<file path="src/design/svo_pkg.sv">
`timescale 1ns / 1ps
// ----------------------------------------------------------------------------
// Synth voice oscillator package
// Widths, codes, state types and the constant tables of the voice: note to
// phase increment, velocity to level, and the quarter-wave sine.
// ----------------------------------------------------------------------------
package svo_pkg;

	localparam int SAMPLE_RATE      = 48000;
	localparam int PHASE_BITS       = 32;
	localparam int SINE_TABLE_DEPTH = 256;
	localparam int SINE_ADDR_W      = $clog2(SINE_TABLE_DEPTH);

	localparam int OP_W       = 2;
	localparam int NOTE_W     = 7;
	localparam int VEL_W      = 7;
	localparam int NOTE_COUNT = 1 << NOTE_W;
	localparam int VEL_COUNT  = 1 << VEL_W;
	localparam int SAMPLE_W   = 16;
	localparam int WAVE_W     = 2;
	localparam int GAIN_W     = 9;
	localparam int CFG_IDX_W  = 1;
	localparam int CFG_DATA_W = GAIN_W;

	localparam int AMP_W     = 15;
	localparam int MAG_W     = 16;
	localparam int LEVEL_W   = 16;
	localparam int ENV_W     = 16;
	localparam int ENV_EFF_W = ENV_W + 1;
	localparam int PROD_W    = MAG_W + LEVEL_W + ENV_EFF_W + GAIN_W;
	localparam int ROUND_SHIFT = 40;
	localparam int R_W       = PROD_W - ROUND_SHIFT;

	localparam int DIGIT_W      = 4;
	localparam int MPLIER_W     = ENV_EFF_W;
	localparam int LEVEL_DIGITS = (LEVEL_W + DIGIT_W - 1) / DIGIT_W;
	localparam int ENV_DIGITS   = (ENV_EFF_W + DIGIT_W - 1) / DIGIT_W;
	localparam int GAIN_DIGITS  = (GAIN_W + DIGIT_W - 1) / DIGIT_W;
	localparam int DECAY_DIGITS = (ENV_W + DIGIT_W - 1) / DIGIT_W;
	localparam int CNT_W        = $clog2(ENV_DIGITS);

	localparam logic [ENV_W-1:0]     ENV_START  = 16'd65535;
	localparam logic [ENV_W-1:0]     ENV_DECAY  = 16'd65012;
	localparam logic [ENV_W-1:0]     ENV_FLOOR  = 16'd328;
	localparam logic [ENV_EFF_W-1:0] ENV_UNITY  = 17'h10000;
	localparam logic [PROD_W-1:0]    ENV_HALF   = PROD_W'(1) << (ENV_W - 1);
	localparam logic [PROD_W-1:0]    ROUND_HALF = PROD_W'(1) << (ROUND_SHIFT - 1);
	localparam logic [GAIN_W-1:0]    GAIN_RESET = 9'd205;

	localparam logic [MAG_W-1:0]    MAG_HALF   = 16'h8000;
	localparam logic [MAG_W-1:0]    MAG_MAX    = 16'h7FFF;
	localparam logic [R_W-1:0]      R_POS_MAX  = R_W'(32767);
	localparam logic [R_W-1:0]      R_NEG_MAX  = R_W'(32768);
	localparam logic [SAMPLE_W-1:0] SAMPLE_MAX = 16'h7FFF;
	localparam logic [SAMPLE_W-1:0] SAMPLE_MIN = 16'h8000;

	typedef enum logic [OP_W-1:0] {
		OP_TICK,
		OP_NOTE_ON,
		OP_NOTE_OFF,
		OP_NOTE_KILL
	} op_t;

	typedef enum logic [WAVE_W-1:0] {
		WAVE_SINE,
		WAVE_SAW,
		WAVE_SQUARE,
		WAVE_TRIANGLE
	} wave_t;

	typedef enum logic [CFG_IDX_W-1:0] {
		CFG_WAVEFORM,
		CFG_OUTPUT_GAIN
	} cfg_idx_t;

	typedef enum logic [2:0] {
		ST_IDLE,
		ST_MUL,
		ST_ROUND,
		ST_ENV,
		ST_FIN
	} state_t;

	typedef enum logic [1:0] {
		PASS_LEVEL,
		PASS_ENV,
		PASS_GAIN,
		PASS_DECAY
	} pass_t;

	localparam logic [63:0] FREQ0_Q20 = 64'd8572947;
	localparam logic [63:0] S_C1 = 64'd1686629713;
	localparam logic [63:0] S_C3 = 64'd693598668;
	localparam logic [63:0] S_C5 = 64'd85569306;
	localparam logic [63:0] S_C7 = 64'd5026994;
	localparam logic [63:0] S_C9 = 64'd172272;
	localparam logic [63:0] LEVEL_NUM = 64'd1441792;
	localparam logic [63:0] LEVEL_DEN = 64'd12700;

	localparam logic [16:0] SEMITONE_Q16 [12] = '{
		17'd65536, 17'd69433, 17'd73562, 17'd77936, 17'd82570, 17'd87480,
		17'd92682, 17'd98193, 17'd104032, 17'd110218, 17'd116772, 17'd123715
	};

	typedef logic [PHASE_BITS-1:0] step_tab_t [NOTE_COUNT];
	typedef logic [LEVEL_W-1:0]    level_tab_t [VEL_COUNT];
	typedef logic [AMP_W-1:0]      sine_tab_t [SINE_TABLE_DEPTH];

	function automatic step_tab_t gen_step_table();
		step_tab_t   tab;
		logic [63:0] hz;
		logic [63:0] s;
		for (int n = 0; n < NOTE_COUNT; n++) begin
			hz = (FREQ0_Q20 * 64'(SEMITONE_Q16[n % 12])) << (n / 12);
			hz = (hz + (64'd1 << 19)) >> 20;
			s = ((hz << (PHASE_BITS - 16)) + 64'(SAMPLE_RATE / 2)) / 64'(SAMPLE_RATE);
			tab[n] = s[PHASE_BITS-1:0];
		end
		return tab;
	endfunction

	function automatic level_tab_t gen_level_table();
		level_tab_t  tab;
		logic [63:0] v;
		for (int i = 0; i < VEL_COUNT; i++) begin
			v = (64'(i) * LEVEL_NUM + 64'd6350) / LEVEL_DEN;
			tab[i] = v[LEVEL_W-1:0];
		end
		return tab;
	endfunction

	function automatic sine_tab_t gen_sine_table();
		sine_tab_t   tab;
		logic [63:0] x;
		logic [63:0] x2;
		logic [63:0] t;
		logic [63:0] s;
		logic [63:0] amp;
		for (int i = 0; i < SINE_TABLE_DEPTH; i++) begin
			x = (64'(2 * i + 1) << 29) / 64'(SINE_TABLE_DEPTH);
			x2 = (x * x) >> 30;
			t = S_C7 - ((x2 * S_C9) >> 30);
			t = S_C5 - ((x2 * t) >> 30);
			t = S_C3 - ((x2 * t) >> 30);
			t = S_C1 - ((x2 * t) >> 30);
			s = (x * t) >> 30;
			amp = (s * 64'd32767 + (64'd1 << 29)) >> 30;
			if (amp > 64'd32767) begin
				amp = 64'd32767;
			end
			tab[i] = amp[AMP_W-1:0];
		end
		return tab;
	endfunction

	localparam step_tab_t  STEP_TABLE  = gen_step_table();
	localparam level_tab_t LEVEL_TABLE = gen_level_table();
	localparam sine_tab_t  SINE_TABLE  = gen_sine_table();

endpackage

</file>
<file path="src/design/svo_req_if.sv">
`timescale 1ns / 1ps
// ----------------------------------------------------------------------------
// Voice request channel
// Valid/ready channel that carries one voice event per beat.
// ----------------------------------------------------------------------------
interface svo_req_if;
	logic                       valid;
	logic                       ready;
	logic [svo_pkg::OP_W-1:0]   op;
	logic [svo_pkg::NOTE_W-1:0] note;
	logic [svo_pkg::VEL_W-1:0]  velocity;

	modport source (output valid, output op, output note, output velocity, input ready);
	modport sink (input valid, input op, input note, input velocity, output ready);
endinterface

</file>
<file path="src/design/svo_rsp_if.sv">
`timescale 1ns / 1ps
// ----------------------------------------------------------------------------
// Voice result channel
// Valid/ready channel that carries one audio sample per beat.
// ----------------------------------------------------------------------------
interface svo_rsp_if;
	logic                                valid;
	logic                                ready;
	logic signed [svo_pkg::SAMPLE_W-1:0] sample;
	logic                                active;

	modport source (output valid, output sample, output active, input ready);
	modport sink (input valid, input sample, input active, output ready);
endinterface

</file>
<file path="src/design/synth_voice_oscillator_core.sv">
`timescale 1ns / 1ps
// ----------------------------------------------------------------------------
// Synth voice oscillator core
// One synthesizer voice: phase accumulator, four waveforms, level, release
// envelope and output gain, scaled through a 4-bit digit-serial multiplier.
// ----------------------------------------------------------------------------
//  Channel  Dir  Beat                    Payload
//  req      in   one voice event         op, note, velocity
//  rsp      out  one sample per tick     sample, active
//  cfg      in   one register write      cfg_idx, cfg_wdata
//
//  Note events are taken in the idle state. A tick of a sounding voice runs
//  the level, envelope and gain passes, and a decay pass while the release envelope runs.
//  The passes share one 4-bit digit-serial multiplier: 12 digit
//  steps for level, envelope and gain, 4 more for the envelope decay.
//  The result register frees the core while a sample waits on rsp; a second
//  sample waits in the core until the first beat is taken.
//  Reset is asynchronous and leaves the voice idle, waveform sine, gain 205.
// ----------------------------------------------------------------------------
module synth_voice_oscillator_core (
	input  logic                             clk,
	input  logic                             arst_n,
	input  logic                             cfg_we,
	input  logic [svo_pkg::CFG_IDX_W-1:0]    cfg_idx,
	input  logic [svo_pkg::CFG_DATA_W-1:0]   cfg_wdata,
	svo_req_if.sink                          req,
	svo_rsp_if.source                        rsp
);

	svo_pkg::state_t state_q;
	svo_pkg::state_t state_d;
	svo_pkg::pass_t  pass_q;
	logic [svo_pkg::CNT_W-1:0] cnt_q;

	logic [svo_pkg::PHASE_BITS-1:0] phase_acc_q;
	logic [svo_pkg::PHASE_BITS-1:0] phase_step_q;
	logic [svo_pkg::ENV_W-1:0]      release_env_q;
	logic [svo_pkg::LEVEL_W-1:0]    note_level_q;
	logic                           voice_on_q;
	svo_pkg::wave_t                 waveform_q;
	logic [svo_pkg::GAIN_W-1:0]     output_gain_q;

	logic [svo_pkg::PROD_W-1:0]   acc_q;
	logic [svo_pkg::PROD_W-1:0]   mcand_q;
	logic [svo_pkg::MPLIER_W-1:0] mplier_q;
	logic                         neg_q;
	logic [svo_pkg::SAMPLE_W-1:0] res_sample_q;

	logic                         rsp_valid_q;
	logic [svo_pkg::SAMPLE_W-1:0] rsp_sample_q;
	logic                         rsp_active_q;

	logic                              req_ready;
	logic                              req_accept;
	logic                              tick_accept;
	logic                              rsp_load;
	logic                              last_digit;
	svo_pkg::op_t                      op;
	logic [svo_pkg::PHASE_BITS+31:0]   phase_ext;
	logic [31:0]                       p32;
	logic [svo_pkg::SINE_ADDR_W-1:0]   sine_idx;
	logic [16:0]                       tri_d;
	logic [svo_pkg::MAG_W-1:0]         wave_mag;
	logic                              wave_neg;
	logic [svo_pkg::DIGIT_W-1:0]       digit;
	logic [svo_pkg::PROD_W-1:0]        acc_nx;
	logic [svo_pkg::ENV_EFF_W-1:0]     env_eff;
	logic [svo_pkg::PROD_W-1:0]        rnd;
	logic [svo_pkg::R_W-1:0]           r_mag;
	logic [svo_pkg::R_W-1:0]           r_neg;
	logic [svo_pkg::SAMPLE_W-1:0]      round_sample;
	logic [svo_pkg::ENV_W-1:0]         decayed;

	assign op          = svo_pkg::op_t'(req.op);
	assign req_accept  = req.valid && req_ready;
	assign tick_accept = req_accept && (op == svo_pkg::OP_TICK);
	assign last_digit  = (cnt_q == '0);
	assign rsp_load    = (state_q == svo_pkg::ST_FIN) && (!rsp_valid_q || rsp.ready);

	// The top 32 bits of the phase drive the waveform, whatever PHASE_BITS is.
	assign phase_ext = {phase_acc_q, 32'd0};
	assign p32       = phase_ext[svo_pkg::PHASE_BITS+31 -: 32];
	assign sine_idx  = p32[30] ? ~p32[29 -: svo_pkg::SINE_ADDR_W]
	                           : p32[29 -: svo_pkg::SINE_ADDR_W];
	assign tri_d     = p32[31] ? {1'b0, p32[30:15]} : (17'h10000 - {1'b0, p32[30:15]});

	always_comb begin
		wave_mag = '0;
		wave_neg = 1'b0;
		case (waveform_q)
			svo_pkg::WAVE_SINE: begin
				wave_mag = {1'b0, svo_pkg::SINE_TABLE[sine_idx]};
				wave_neg = p32[31];
			end
			svo_pkg::WAVE_SAW: begin
				wave_neg = !p32[31];
				wave_mag = p32[31] ? {1'b0, p32[30:16]} : (svo_pkg::MAG_HALF - {1'b0, p32[30:16]});
			end
			svo_pkg::WAVE_SQUARE: begin
				wave_neg = p32[31];
				wave_mag = svo_pkg::MAG_MAX;
			end
			default: begin
				if (tri_d[16]) begin
					wave_mag = svo_pkg::MAG_MAX;
				end else if (tri_d[15]) begin
					wave_mag = {1'b0, tri_d[14:0]};
				end else begin
					wave_neg = 1'b1;
					wave_mag = svo_pkg::MAG_HALF - {1'b0, tri_d[14:0]};
				end
			end
		endcase
	end

	assign digit   = mplier_q[svo_pkg::DIGIT_W-1:0];
	assign acc_nx  = acc_q + mcand_q * {{(svo_pkg::PROD_W - svo_pkg::DIGIT_W){1'b0}}, digit};
	assign env_eff = (release_env_q == '0) ? svo_pkg::ENV_UNITY : {1'b0, release_env_q};
	assign decayed = acc_q[2*svo_pkg::ENV_W-1:svo_pkg::ENV_W];

	assign rnd   = acc_q + svo_pkg::ROUND_HALF;
	assign r_mag = rnd[svo_pkg::PROD_W-1:svo_pkg::ROUND_SHIFT];
	assign r_neg = ~r_mag + svo_pkg::R_W'(1);

	always_comb begin
		if (!neg_q) begin
			round_sample = (r_mag > svo_pkg::R_POS_MAX) ? svo_pkg::SAMPLE_MAX
			                                            : r_mag[svo_pkg::SAMPLE_W-1:0];
		end else begin
			round_sample = (r_mag > svo_pkg::R_NEG_MAX) ? svo_pkg::SAMPLE_MIN
			                                            : r_neg[svo_pkg::SAMPLE_W-1:0];
		end
	end

	always_comb begin
		state_d   = state_q;
		req_ready = 1'b0;
		unique case (state_q)
			svo_pkg::ST_IDLE: begin
				req_ready = 1'b1;
				if (tick_accept) begin
					state_d = voice_on_q ? svo_pkg::ST_MUL : svo_pkg::ST_FIN;
				end
			end
			svo_pkg::ST_MUL: begin
				if (last_digit && pass_q == svo_pkg::PASS_GAIN) begin
					state_d = svo_pkg::ST_ROUND;
				end else if (last_digit && pass_q == svo_pkg::PASS_DECAY) begin
					state_d = svo_pkg::ST_ENV;
				end
			end
			svo_pkg::ST_ROUND: begin
				state_d = (release_env_q != '0) ? svo_pkg::ST_MUL : svo_pkg::ST_FIN;
			end
			svo_pkg::ST_ENV: begin
				state_d = svo_pkg::ST_FIN;
			end
			svo_pkg::ST_FIN: begin
				if (rsp_load) begin
					state_d = svo_pkg::ST_IDLE;
				end
			end
			default: begin
				state_d = svo_pkg::ST_IDLE;
			end
		endcase
	end

	always_ff @(posedge clk or negedge arst_n) begin
		if (!arst_n) begin
			state_q <= svo_pkg::ST_IDLE;
		end else begin
			state_q <= state_d;
		end
	end

	always_ff @(posedge clk or negedge arst_n) begin
		if (!arst_n) begin
			pass_q        <= svo_pkg::PASS_LEVEL;
			cnt_q         <= '0;
			phase_acc_q   <= '0;
			phase_step_q  <= '0;
			release_env_q <= '0;
			note_level_q  <= '0;
			voice_on_q    <= 1'b0;
			waveform_q    <= svo_pkg::WAVE_SINE;
			output_gain_q <= svo_pkg::GAIN_RESET;
			rsp_valid_q   <= 1'b0;
		end else begin
			if (cfg_we) begin
				unique case (svo_pkg::cfg_idx_t'(cfg_idx))
					svo_pkg::CFG_WAVEFORM: begin
						waveform_q <= svo_pkg::wave_t'(cfg_wdata[svo_pkg::WAVE_W-1:0]);
					end
					svo_pkg::CFG_OUTPUT_GAIN: begin
						output_gain_q <= cfg_wdata[svo_pkg::GAIN_W-1:0];
					end
				endcase
			end

			if (req_accept) begin
				unique case (op)
					svo_pkg::OP_TICK: begin
						if (voice_on_q) begin
							phase_acc_q <= phase_acc_q + phase_step_q;
						end
					end
					svo_pkg::OP_NOTE_ON: begin
						note_level_q  <= svo_pkg::LEVEL_TABLE[req.velocity];
						phase_step_q  <= svo_pkg::STEP_TABLE[req.note];
						phase_acc_q   <= '0;
						release_env_q <= '0;
						voice_on_q    <= 1'b1;
					end
					svo_pkg::OP_NOTE_OFF: begin
						if (voice_on_q) begin
							release_env_q <= svo_pkg::ENV_START;
						end
					end
					svo_pkg::OP_NOTE_KILL: begin
						voice_on_q    <= 1'b0;
						phase_step_q  <= '0;
						release_env_q <= '0;
					end
				endcase
			end

			if (tick_accept) begin
				pass_q <= svo_pkg::PASS_LEVEL;
				cnt_q  <= svo_pkg::CNT_W'(svo_pkg::LEVEL_DIGITS - 1);
			end else if (state_q == svo_pkg::ST_MUL) begin
				if (!last_digit) begin
					cnt_q <= cnt_q - 1'b1;
				end else if (pass_q == svo_pkg::PASS_LEVEL) begin
					pass_q <= svo_pkg::PASS_ENV;
					cnt_q  <= svo_pkg::CNT_W'(svo_pkg::ENV_DIGITS - 1);
				end else if (pass_q == svo_pkg::PASS_ENV) begin
					pass_q <= svo_pkg::PASS_GAIN;
					cnt_q  <= svo_pkg::CNT_W'(svo_pkg::GAIN_DIGITS - 1);
				end
			end else if (state_q == svo_pkg::ST_ROUND) begin
				pass_q <= svo_pkg::PASS_DECAY;
				cnt_q  <= svo_pkg::CNT_W'(svo_pkg::DECAY_DIGITS - 1);
			end

			if (state_q == svo_pkg::ST_ENV) begin
				if (decayed < svo_pkg::ENV_FLOOR) begin
					release_env_q <= '0;
					phase_step_q  <= '0;
					voice_on_q    <= 1'b0;
				end else begin
					release_env_q <= decayed;
				end
			end

			if (rsp_load) begin
				rsp_valid_q <= 1'b1;
			end else if (rsp.ready) begin
				rsp_valid_q <= 1'b0;
			end
		end
	end

	always_ff @(posedge clk) begin
		if (tick_accept) begin
			acc_q        <= '0;
			mcand_q      <= svo_pkg::PROD_W'(wave_mag);
			neg_q        <= wave_neg;
			mplier_q     <= svo_pkg::MPLIER_W'(note_level_q);
			res_sample_q <= '0;
		end else if (state_q == svo_pkg::ST_MUL) begin
			if (last_digit && pass_q == svo_pkg::PASS_LEVEL) begin
				acc_q    <= '0;
				mcand_q  <= acc_nx;
				mplier_q <= env_eff;
			end else if (last_digit && pass_q == svo_pkg::PASS_ENV) begin
				acc_q    <= '0;
				mcand_q  <= acc_nx;
				mplier_q <= svo_pkg::MPLIER_W'(output_gain_q);
			end else begin
				acc_q    <= acc_nx;
				mcand_q  <= mcand_q << svo_pkg::DIGIT_W;
				mplier_q <= mplier_q >> svo_pkg::DIGIT_W;
			end
		end else if (state_q == svo_pkg::ST_ROUND) begin
			res_sample_q <= round_sample;
			acc_q        <= svo_pkg::ENV_HALF;
			mcand_q      <= svo_pkg::PROD_W'(release_env_q);
			mplier_q     <= svo_pkg::MPLIER_W'(svo_pkg::ENV_DECAY);
		end

		if (rsp_load) begin
			rsp_sample_q <= res_sample_q;
			rsp_active_q <= voice_on_q;
		end
	end

	assign req.ready  = req_ready;
	assign rsp.valid  = rsp_valid_q;
	assign rsp.sample = $signed(rsp_sample_q);
	assign rsp.active = rsp_active_q;

`ifndef SYNTH
	a_idle_voice_quiet: assert property (@(posedge clk) disable iff (!arst_n)
		!voice_on_q |-> (phase_step_q == '0 && release_env_q == '0))
		else $error("silent voice keeps an increment or envelope");

	a_env_above_floor: assert property (@(posedge clk) disable iff (!arst_n)
		(release_env_q != '0) |-> (release_env_q >= svo_pkg::ENV_FLOOR))
		else $error("release envelope below floor");

	a_result_from_fin: assert property (@(posedge clk) disable iff (!arst_n)
		$rose(rsp_valid_q) |-> $past(state_q == svo_pkg::ST_FIN))
		else $error("result beat not loaded from the finish state");

	a_digit_count: assert property (@(posedge clk) disable iff (!arst_n)
		(state_q == svo_pkg::ST_MUL) |-> (cnt_q < svo_pkg::CNT_W'(svo_pkg::ENV_DIGITS)))
		else $error("multiplier digit count out of range");
`endif

endmodule
</file>
<file path="src/flat_wrapper.sv">
// flat-port wrapper written by rule: the top's interface ports become plain ports
module synth_voice_oscillator_core_flat 
  (clk, arst_n, cfg_we, cfg_idx, cfg_wdata, req_valid, req_op, req_note, req_velocity, req_ready, rsp_valid, rsp_sample, rsp_active, rsp_ready);
  svo_req_if req_i ();
  svo_rsp_if rsp_i ();
  input  logic clk;
  input  logic arst_n;
  input  logic cfg_we;
  input  logic [svo_pkg::CFG_IDX_W-1:0] cfg_idx;
  input  logic [svo_pkg::CFG_DATA_W-1:0] cfg_wdata;
  input wire logic [$bits(req_i.valid)-1:0] req_valid;
  input wire logic [$bits(req_i.op)-1:0] req_op;
  input wire logic [$bits(req_i.note)-1:0] req_note;
  input wire logic [$bits(req_i.velocity)-1:0] req_velocity;
  output wire logic [$bits(req_i.ready)-1:0] req_ready;
  output wire logic [$bits(rsp_i.valid)-1:0] rsp_valid;
  output wire logic [$bits(rsp_i.sample)-1:0] rsp_sample;
  output wire logic [$bits(rsp_i.active)-1:0] rsp_active;
  input wire logic [$bits(rsp_i.ready)-1:0] rsp_ready;
  assign req_i.valid = req_valid;
  assign req_i.op = req_op;
  assign req_i.note = req_note;
  assign req_i.velocity = req_velocity;
  assign req_ready = req_i.ready;
  assign rsp_valid = rsp_i.valid;
  assign rsp_sample = rsp_i.sample;
  assign rsp_active = rsp_i.active;
  assign rsp_i.ready = rsp_ready;
  synth_voice_oscillator_core u_core (.clk(clk), .arst_n(arst_n), .cfg_we(cfg_we), .cfg_idx(cfg_idx), .cfg_wdata(cfg_wdata), .req(req_i), .rsp(rsp_i));
endmodule
</file>
<file path="config.mk">
export PLATFORM = sky130hd
export DESIGN_NAME = synth_voice_oscillator_core_flat
export DESIGN_NICKNAME = d
export VERILOG_FILES = /design/src/design/svo_pkg.sv /design/src/design/svo_req_if.sv /design/src/design/svo_rsp_if.sv /design/src/design/synth_voice_oscillator_core.sv /design/src/flat_wrapper.sv
export SDC_FILE = /design/constraint.sdc
export NUM_CORES = 2
export LEC_CHECK = 0
export ABC_AREA = 1
export ABC_CLOCK_PERIOD_IN_PS = 4710
export BUFFER_PORTS_ARGS = -buffer_cell sky130_fd_sc_hd__buf_2
export CAP_MARGIN = 20
export CORE_MARGIN = 8
export CORE_UTILIZATION = 55
export DETAILED_ROUTE_END_ITERATION = 8
export PLACE_DENSITY = 0.79
export SLEW_MARGIN = 40
export SYNTH_ARGS = -nofsm -noshare
export SYNTH_HDL_FRONTEND = slang
export SYNTH_SLANG_ARGS = --single-unit
export TNS_END_PERCENT = 10
</file>
<file path="constraint.sdc">
create_clock -name clk -period 4.71 [get_ports clk]
set_input_delay 1.413 -clock clk [delete_from_list [all_inputs] [get_ports clk]]
set_output_delay 1.413 -clock clk [all_outputs]
set_load 0.05 [all_outputs]
</file>
# After elaboration in Yosys (flattened, before gate mapping)
# Memory sizes are Yosys's and may differ from the RTL's. A register that Yosys moved wholly into a read port is not among the register bits.
# Cells that the tools add are included.
dict set report word_totals {
  reg_bits 268
  mem_bits_ro 9984
  inputBits 31
  word_cells 166
  mem_count 3
}
dict set report op_classes {
  add_sub_neg 8
  n_mul 1
  order_cmp 5
  n_eq_ne 20
  n_mux 68
  bitwise_logic 7
  reduce_logical 35
}
# name depth word_bits read_ports rd_ports_with_merged_regs wr line
set memory_table {}
lappend memory_table {{(no name shown)} 128 32 1 0 0 synth_voice_oscillator_core.sv:210} ;# phase_step_q <= svo_pkg::STEP_TABLE[req.note];
lappend memory_table {{(no name shown)} 256 15 1 0 0 synth_voice_oscillator_core.sv:92} ;# wave_mag = {1'b0, svo_pkg::SINE_TABLE[sine_idx]};
lappend memory_table {{(no name shown)} 128 16 1 1 0 synth_voice_oscillator_core.sv:209} ;# note_level_q <= svo_pkg::LEVEL_TABLE[req.velocity];
# cell count
set op_table {}
lappend op_table {{58-bit two-way mux} 8}
lappend op_table {{16-bit two-way mux} 12}
lappend op_table {{32-bit two-way mux} 6}
lappend op_table {{32-bit case mux with 2 select lines} 2}
lappend op_table {{17-bit two-way mux} 5}
lappend op_table {{58-bit by 40-bit adder with 58-bit output, second input constant} 1}
lappend op_table {{58-bit adder} 1}
lappend op_table {{58-bit by 4-bit multiplier with 58-bit output} 1}
lappend op_table {{16-bit case mux with 3 select lines} 1}
lappend op_table {{3-bit two-way mux} 12}
lappend op_table {{32-bit adder} 1}
lappend op_table {{16-bit case mux with 2 select lines} 1}
lappend op_table {{16-bit by 15-bit subtractor with 16-bit output, first input constant} 2}
lappend op_table {{15-bit two-way mux} 2}
lappend op_table {{18-bit by 15-bit > comparator with 1-bit output, second input constant} 1}
lappend op_table {{18-bit by 16-bit > comparator with 1-bit output, second input constant} 1}
lappend op_table {{17-bit by 16-bit subtractor with 17-bit output, first input constant} 1}
lappend op_table {{16-bit by 1-bit adder with 16-bit output, second input constant} 1}
lappend op_table {{16-bit logical NOT} 1}
lappend op_table {{16-bit by 9-bit < comparator with 1-bit output, second input constant} 1}
lappend op_table {{16-bit inverter} 1}
lappend op_table {{7-bit inverter with 8-bit output} 2}
lappend op_table {{16-bit nonzero test} 1}
lappend op_table {{3-bit case mux with 5 select lines} 1}
lappend op_table {{other kinds (30)} 78}

# Depth between registers and ports, before layout
dict set report depth {
  ltp_word 8
  depth_mapped 25
}

# Worst setup path after synthesis
# No wires, ideal clock.
dict set report synth_path {
  path_kind {flip-flop to flip-flop}
  start {reg u_core.mplier_q[1] (netlist name)}
  end {reg u_core.mcand_q[49] (netlist name)}
  setup_time_ns 0.133
  t_arrival_ns 4.178
  required_time_ns 4.577
  path_slack_ns 0.399
  stages_incl_launch_ff 23
  path_buffers 2
  cell_sequence {edfxtp_1 clkbuf_1 clkbuf_1 nand2_1 inv_1 fa_1 fa_1 inv_1 fa_1 inv_1 ha_1 nand2_1 nor2_1 inv_1 nor2_1 inv_1 nor2_1 nand3_1 or2_2 nand3_1 nand2_1 nand3_1 a21oi_1}
}
dict set report synth_via {
  elab_chain_len 5
}
# element line
set synth_lines {}
lappend synth_lines {{start: declaration} synth_voice_oscillator_core.sv:45} ;# logic [svo_pkg::MPLIER_W-1:0] mplier_q;
lappend synth_lines {{start signal: assignment} synth_voice_oscillator_core.sv:269} ;# mplier_q <= svo_pkg::MPLIER_W'(note_level_q);
lappend synth_lines {{start signal: assignment} synth_voice_oscillator_core.sv:275} ;# mplier_q <= env_eff;
lappend synth_lines {{start signal: assignment} synth_voice_oscillator_core.sv:279} ;# mplier_q <= svo_pkg::MPLIER_W'(output_gain_q);
lappend synth_lines {{58-bit by 4-bit multiplier with 58-bit output (*)} synth_voice_oscillator_core.sv:117} ;# assign acc_nx = acc_q + mcand_q * {{(svo_pkg::PROD_W - svo_pkg::DIGIT_W){1'b0}}, digit};
lappend synth_lines {{58-bit adder (*)} synth_voice_oscillator_core.sv:117}
lappend synth_lines {{58-bit two-way mux} synth_voice_oscillator_core.sv:276} ;# end else if (last_digit && pass_q == svo_pkg::PASS_ENV) begin
lappend synth_lines {{58-bit two-way mux (*)} synth_voice_oscillator_core.sv:272} ;# if (last_digit && pass_q == svo_pkg::PASS_LEVEL) begin
lappend synth_lines {{58-bit two-way mux (*)} synth_voice_oscillator_core.sv:271} ;# end else if (state_q == svo_pkg::ST_MUL) begin
lappend synth_lines {{end signal: assignment} synth_voice_oscillator_core.sv:274} ;# mcand_q <= acc_nx;
lappend synth_lines {{end signal: assignment} synth_voice_oscillator_core.sv:278} ;# mcand_q <= acc_nx;
lappend synth_lines {{end signal: assignment} synth_voice_oscillator_core.sv:282} ;# mcand_q <= mcand_q << svo_pkg::DIGIT_W;
lappend synth_lines {{end: declaration} synth_voice_oscillator_core.sv:44} ;# logic [svo_pkg::PROD_W-1:0] mcand_q;
# Every way passes the cells marked *; elsewhere a longest branch is shown, timed or not.
# A chain may end at the register's enable or synchronous reset.

# Final worst setup path
dict set report layout_path {
  start {reg u_core.mplier_q[2] (netlist name)}
  end {reg u_core.acc_q[52] (netlist name)}
}
dict set report layout_via {
  elab_chain_len 5
}
# element line
set layout_lines {}
lappend layout_lines {{58-bit by 4-bit multiplier with 58-bit output} synth_voice_oscillator_core.sv:117}
lappend layout_lines {{58-bit adder} synth_voice_oscillator_core.sv:117}
lappend layout_lines {{58-bit two-way mux} synth_voice_oscillator_core.sv:276}
lappend layout_lines {{58-bit two-way mux} synth_voice_oscillator_core.sv:272}
lappend layout_lines {{58-bit two-way mux} synth_voice_oscillator_core.sv:271}
lappend layout_lines {{end signal: assignment} synth_voice_oscillator_core.sv:281} ;# acc_q <= acc_nx;
lappend layout_lines {{end signal: assignment} synth_voice_oscillator_core.sv:287} ;# acc_q <= svo_pkg::ENV_HALF;
lappend layout_lines {{end: declaration} synth_voice_oscillator_core.sv:43} ;# logic [svo_pkg::PROD_W-1:0] acc_q;
# No other way between the ends.

==> results.json <==
{
  "cts_tree": "built",
  "wirelength_mm": 141,
  "chipHeight_um": 265,
  "synth-async-reset-ratio": 0.408,
  "grt_max_degree": 97,
  "drv_slew": 0,
  "place_hpwl_mm": 108,
  "synth-edff-count": 50,
  "holdPathStages": 0,
  "synthCells": 5468,
  "crit_path_start_kind": "flop",
  "grt_pass1_wl_mm": 214,
  "cp.required_ns": 5.14,
  "seq_area_frac_synth": 0.197,
  "cpPeakStageDelay_ns": 0.54,
  "port_buffers": 49,
  "root_buffer": "clkbuf_16",
  "synth.top_cell.area_share": 0.162,
  "yosys.cell_count.top_type": "nand2_1",
  "cap_violations": 0,
  "hold_class": "flop to flop",
  "slowest_stage": "fa_1",
  "crit_path_end_kind": "flop",
  "drt_first_pass_iters": 8,
  "hp-start": "u_core.res_sample_q[8]$_SDFFE_PP0P_",
  "die_x_um": 265,
  "path_max_fanout": 22,
  "synth.distinct_cells": 72,
  "r2r_start": "u_core.mplier_q[2]$_DFFE_PP_",
  "fin_crit_ns": 4.67,
  "synth_flop_cell": "dfxtp_1",
  "grt_pass1_vias": 36900,
  "wl_per_cell_um": 22.2,
  "clock-skew-final_ns": 0.0300,
  "place_ws_ns": -0.0171,
  "core-area_mm2": 0.0615,
  "synth.area.top_cells": "nand2_1, inv_1, fa_1, dfrtp_1, dfxtp_1",
  "clock_latency_ns": 0.58,
  "synth_nets": 5808,
  "rsz0062_at_grt": "true",
  "tightest_slew_ns": 0.869,
  "ant_nets": 0,
  "antenna_found_initial": 0,
  "whs_endpoint": "u_core.rsp.sample[8]$_DFFE_PP_",
  "yosysWarningCount": 0,
  "netlist_area_mm2": 0.0341,
  "io_pins": 50,
  "diodes": 0,
  "setup_viol": 0,
  "clock_sinks": 282,
  "die_area_mm2": 0.0702,
  "cts_made_buffers": 36,
  "dp_cells": 6273,
  "drive_above_1_share": 0.0889,
  "ys_top_cells_by_count": "nand2_1, inv_1, nor2_1",
  "stdcell_count": 6344,
  "synth_seq_cells": 282,
  "r2r_cells": 20,
  "syn_to_final_growth_pct": 10.3,
  "r2r_slack_ns": 0.04,
  "cp_cell_sequence": "buf_4, buf_12, buf_12, nand2_1, inv_1, fa_1, fa_1, inv_1, fa_1, inv_1, ha_2, nand2_1, o21ai_1, a21oi_1, o21bai_1, a21oi_2, nand2_1, nand2_1, nand3_1, o21ai_0",
  "drc": 0,
  "final_nets": 5867,
  "post-route-util": 0.612,
  "clock_path_buffers": 3,
  "cp_common_cell": "nand2_1",
  "htree_num_levels": 2,
  "slew_headroom": 0.421,
  "yosysTopAreaCell": "nand2_1",
  "grt-ovfl-total": 0,
  "vias": 38900,
  "max_freq_mhz": 214,
  "worst_hold_slack_ns": 0.425,
  "worst_slack_ns": 0.0388,
  "initial_core_util": 0.554,
  "min_period_over_period": 0.992,
  "critPathArrivalTime_ns": 5.10,
  "dr.first_iter.drc_count": 5506,
  "cts_hold_buf": 0,
  "track_usage": 0.382,
  "clkTransAtPathRegs_ns": 0.07,
  "hold_viol": 0,
  "status": "finished, final reports clean",
  "path_class": "flop to flop",
  "via_per_inst": 6.13,
  "worstReg2RegEnd": "u_core.acc_q[52]$_SDFFE_PP0P_",
  "synth_area_per_cell_um2": 6.23,
  "place.gp.congestion": 1.08,
  "rows": 91
}
repair_timing:
action | CTS | global route
gates resized for setup | 3 | 130
pin swaps | 0 | 9
endpoints found under the setup margin | 7 | 77
cloned | 0 | 2
hold endpoints to repair | 0 | 0
setup buffers | 0 | 4
cell type report:
type                    instances  area [µm²]
multi-input cells            4022       23400
flip-flops and latches        282        6730
repair buffers                226        1740
clock buffers                  49        1020
fillers                      5977       23900
clock inverters                16         173
inverters                     959        3600
well taps                     790         988
metrics by stage:
stage	TNS, ns	cell area (µm²)
after floorplan	0	34100
after global placement	-0.0712	35800
after detailed placement	-0.0616	35900
after CTS	0	37100
after global routing	-2.35	37600
final	0	37600
worst max-delay path by stage:
| stage | from | to | slack [ns] | cells after the start |
|---|---|---|---|---|
| finish | u_core.mplier_q[2]$_DFFE_PP_ | u_core.acc_q[52]$_SDFFE_PP0P_ | 0.04 | 20 |
| global route | u_core.mplier_q[2]$_DFFE_PP_ | u_core.mcand_q[57]$_SDFFE_PP0P_ | -0.11 | 23 |
| CTS | u_core.mplier_q[2]$_DFFE_PP_ | u_core.mcand_q[48]$_SDFFE_PP0P_ | 0.04 | 19 |
| detailed placement | u_core.mplier_q[3]$_DFFE_PP_ | u_core.mcand_q[57]$_SDFFE_PP0P_ | -0.02 | 22 |
| global placement | u_core.mplier_q[3]$_DFFE_PP_ | u_core.acc_q[57]$_SDFFE_PP0P_ | -0.04 | 22 |
| floorplan | u_core.mplier_q[1]$_DFFE_PP_ | u_core.mcand_q[49]$_SDFFE_PP0P_ | 0.40 | 22 |
layer usage:
metal  vias to the layer above  global-route usage  wire length [µm]
met4                         0               0.180              7890
met2                      2508               0.572             59500
met5                         -                   0                 0
met1                     18100               0.520             56100
li1                      17800                   -                 -
met3                       482              0.0890             17100
cell usage in the layout, fill, tap and decap left out, types with 24 or more instances in the layout:
cell	n
nand2_1	1457
inv_1	930
nor2_1	429
o21ai_0	411
nand3_1	376
a21oi_1	299
buf_4	166
fa_1	165
ha_1	127
dfxtp_1	117
dfrtp_1	110
nand4_1	58
o211ai_1	56
a31oi_1	54
edfxtp_1	50
buf_2	48
nor3_1	45
o21ai_1	44
o22ai_1	42
xor2_1	42
clkbuf_16	38
nor2_2	30
nand2_2	26
nand3b_1	26
inv_2	24
a22oi_1	24
a21oi_2	24
registers in the layout, summed over array words and instances, names as in the netlist:
| register | count |
|---|---|
| u_core.state_q | 3 |
| u_core.output_gain_q | 9 |
| u_core.note_level_q | 14 |
| u_core.mcand_q | 58 |
| u_core.rsp.active | 1 |
| u_core.voice_on_q | 1 |
| u_core.release_env_q | 16 |
| u_core.phase_step_q | 32 |
| u_core.p32 | 32 |
| u_core.pass_q | 2 |
| u_core.waveform_q | 2 |
| u_core.rsp.valid | 1 |
| u_core.cnt_q | 3 |
| u_core.mplier_q | 17 |
| u_core.acc_q | 58 |
| u_core.res_sample_q | 16 |
| u_core.rsp.sample | 16 |
| u_core.neg_q | 1 |
cells by family after synthesis:
kind of cell / count (synthesis) / synth area share
AND/OR/NAND/NOR: 2515 / 0.308
buffers and inverters: 1164 / 0.132
flip-flops: 282 / 0.197
multiplexers: 10 / 0.00319
XOR/XNOR: 68 / 0.0200
adder cells (fa/ha/maj): 309 / 0.150
AO/OA/AOI/OAI: 1120 / 0.190
critical path, delay by kind of cell (launching register included):
kind,cells,cell delay (ns)
DFF,1,0.40
buffers and inverters,6,0.63
and+or+nand+nor,5,0.44
adders and majority gates,4,1.91
AOI/OAI and AO/OA,5,1.14
Power is not shown: default switching activity piles up to over one toggle a cycle in this logic, so the estimate is an artifact.
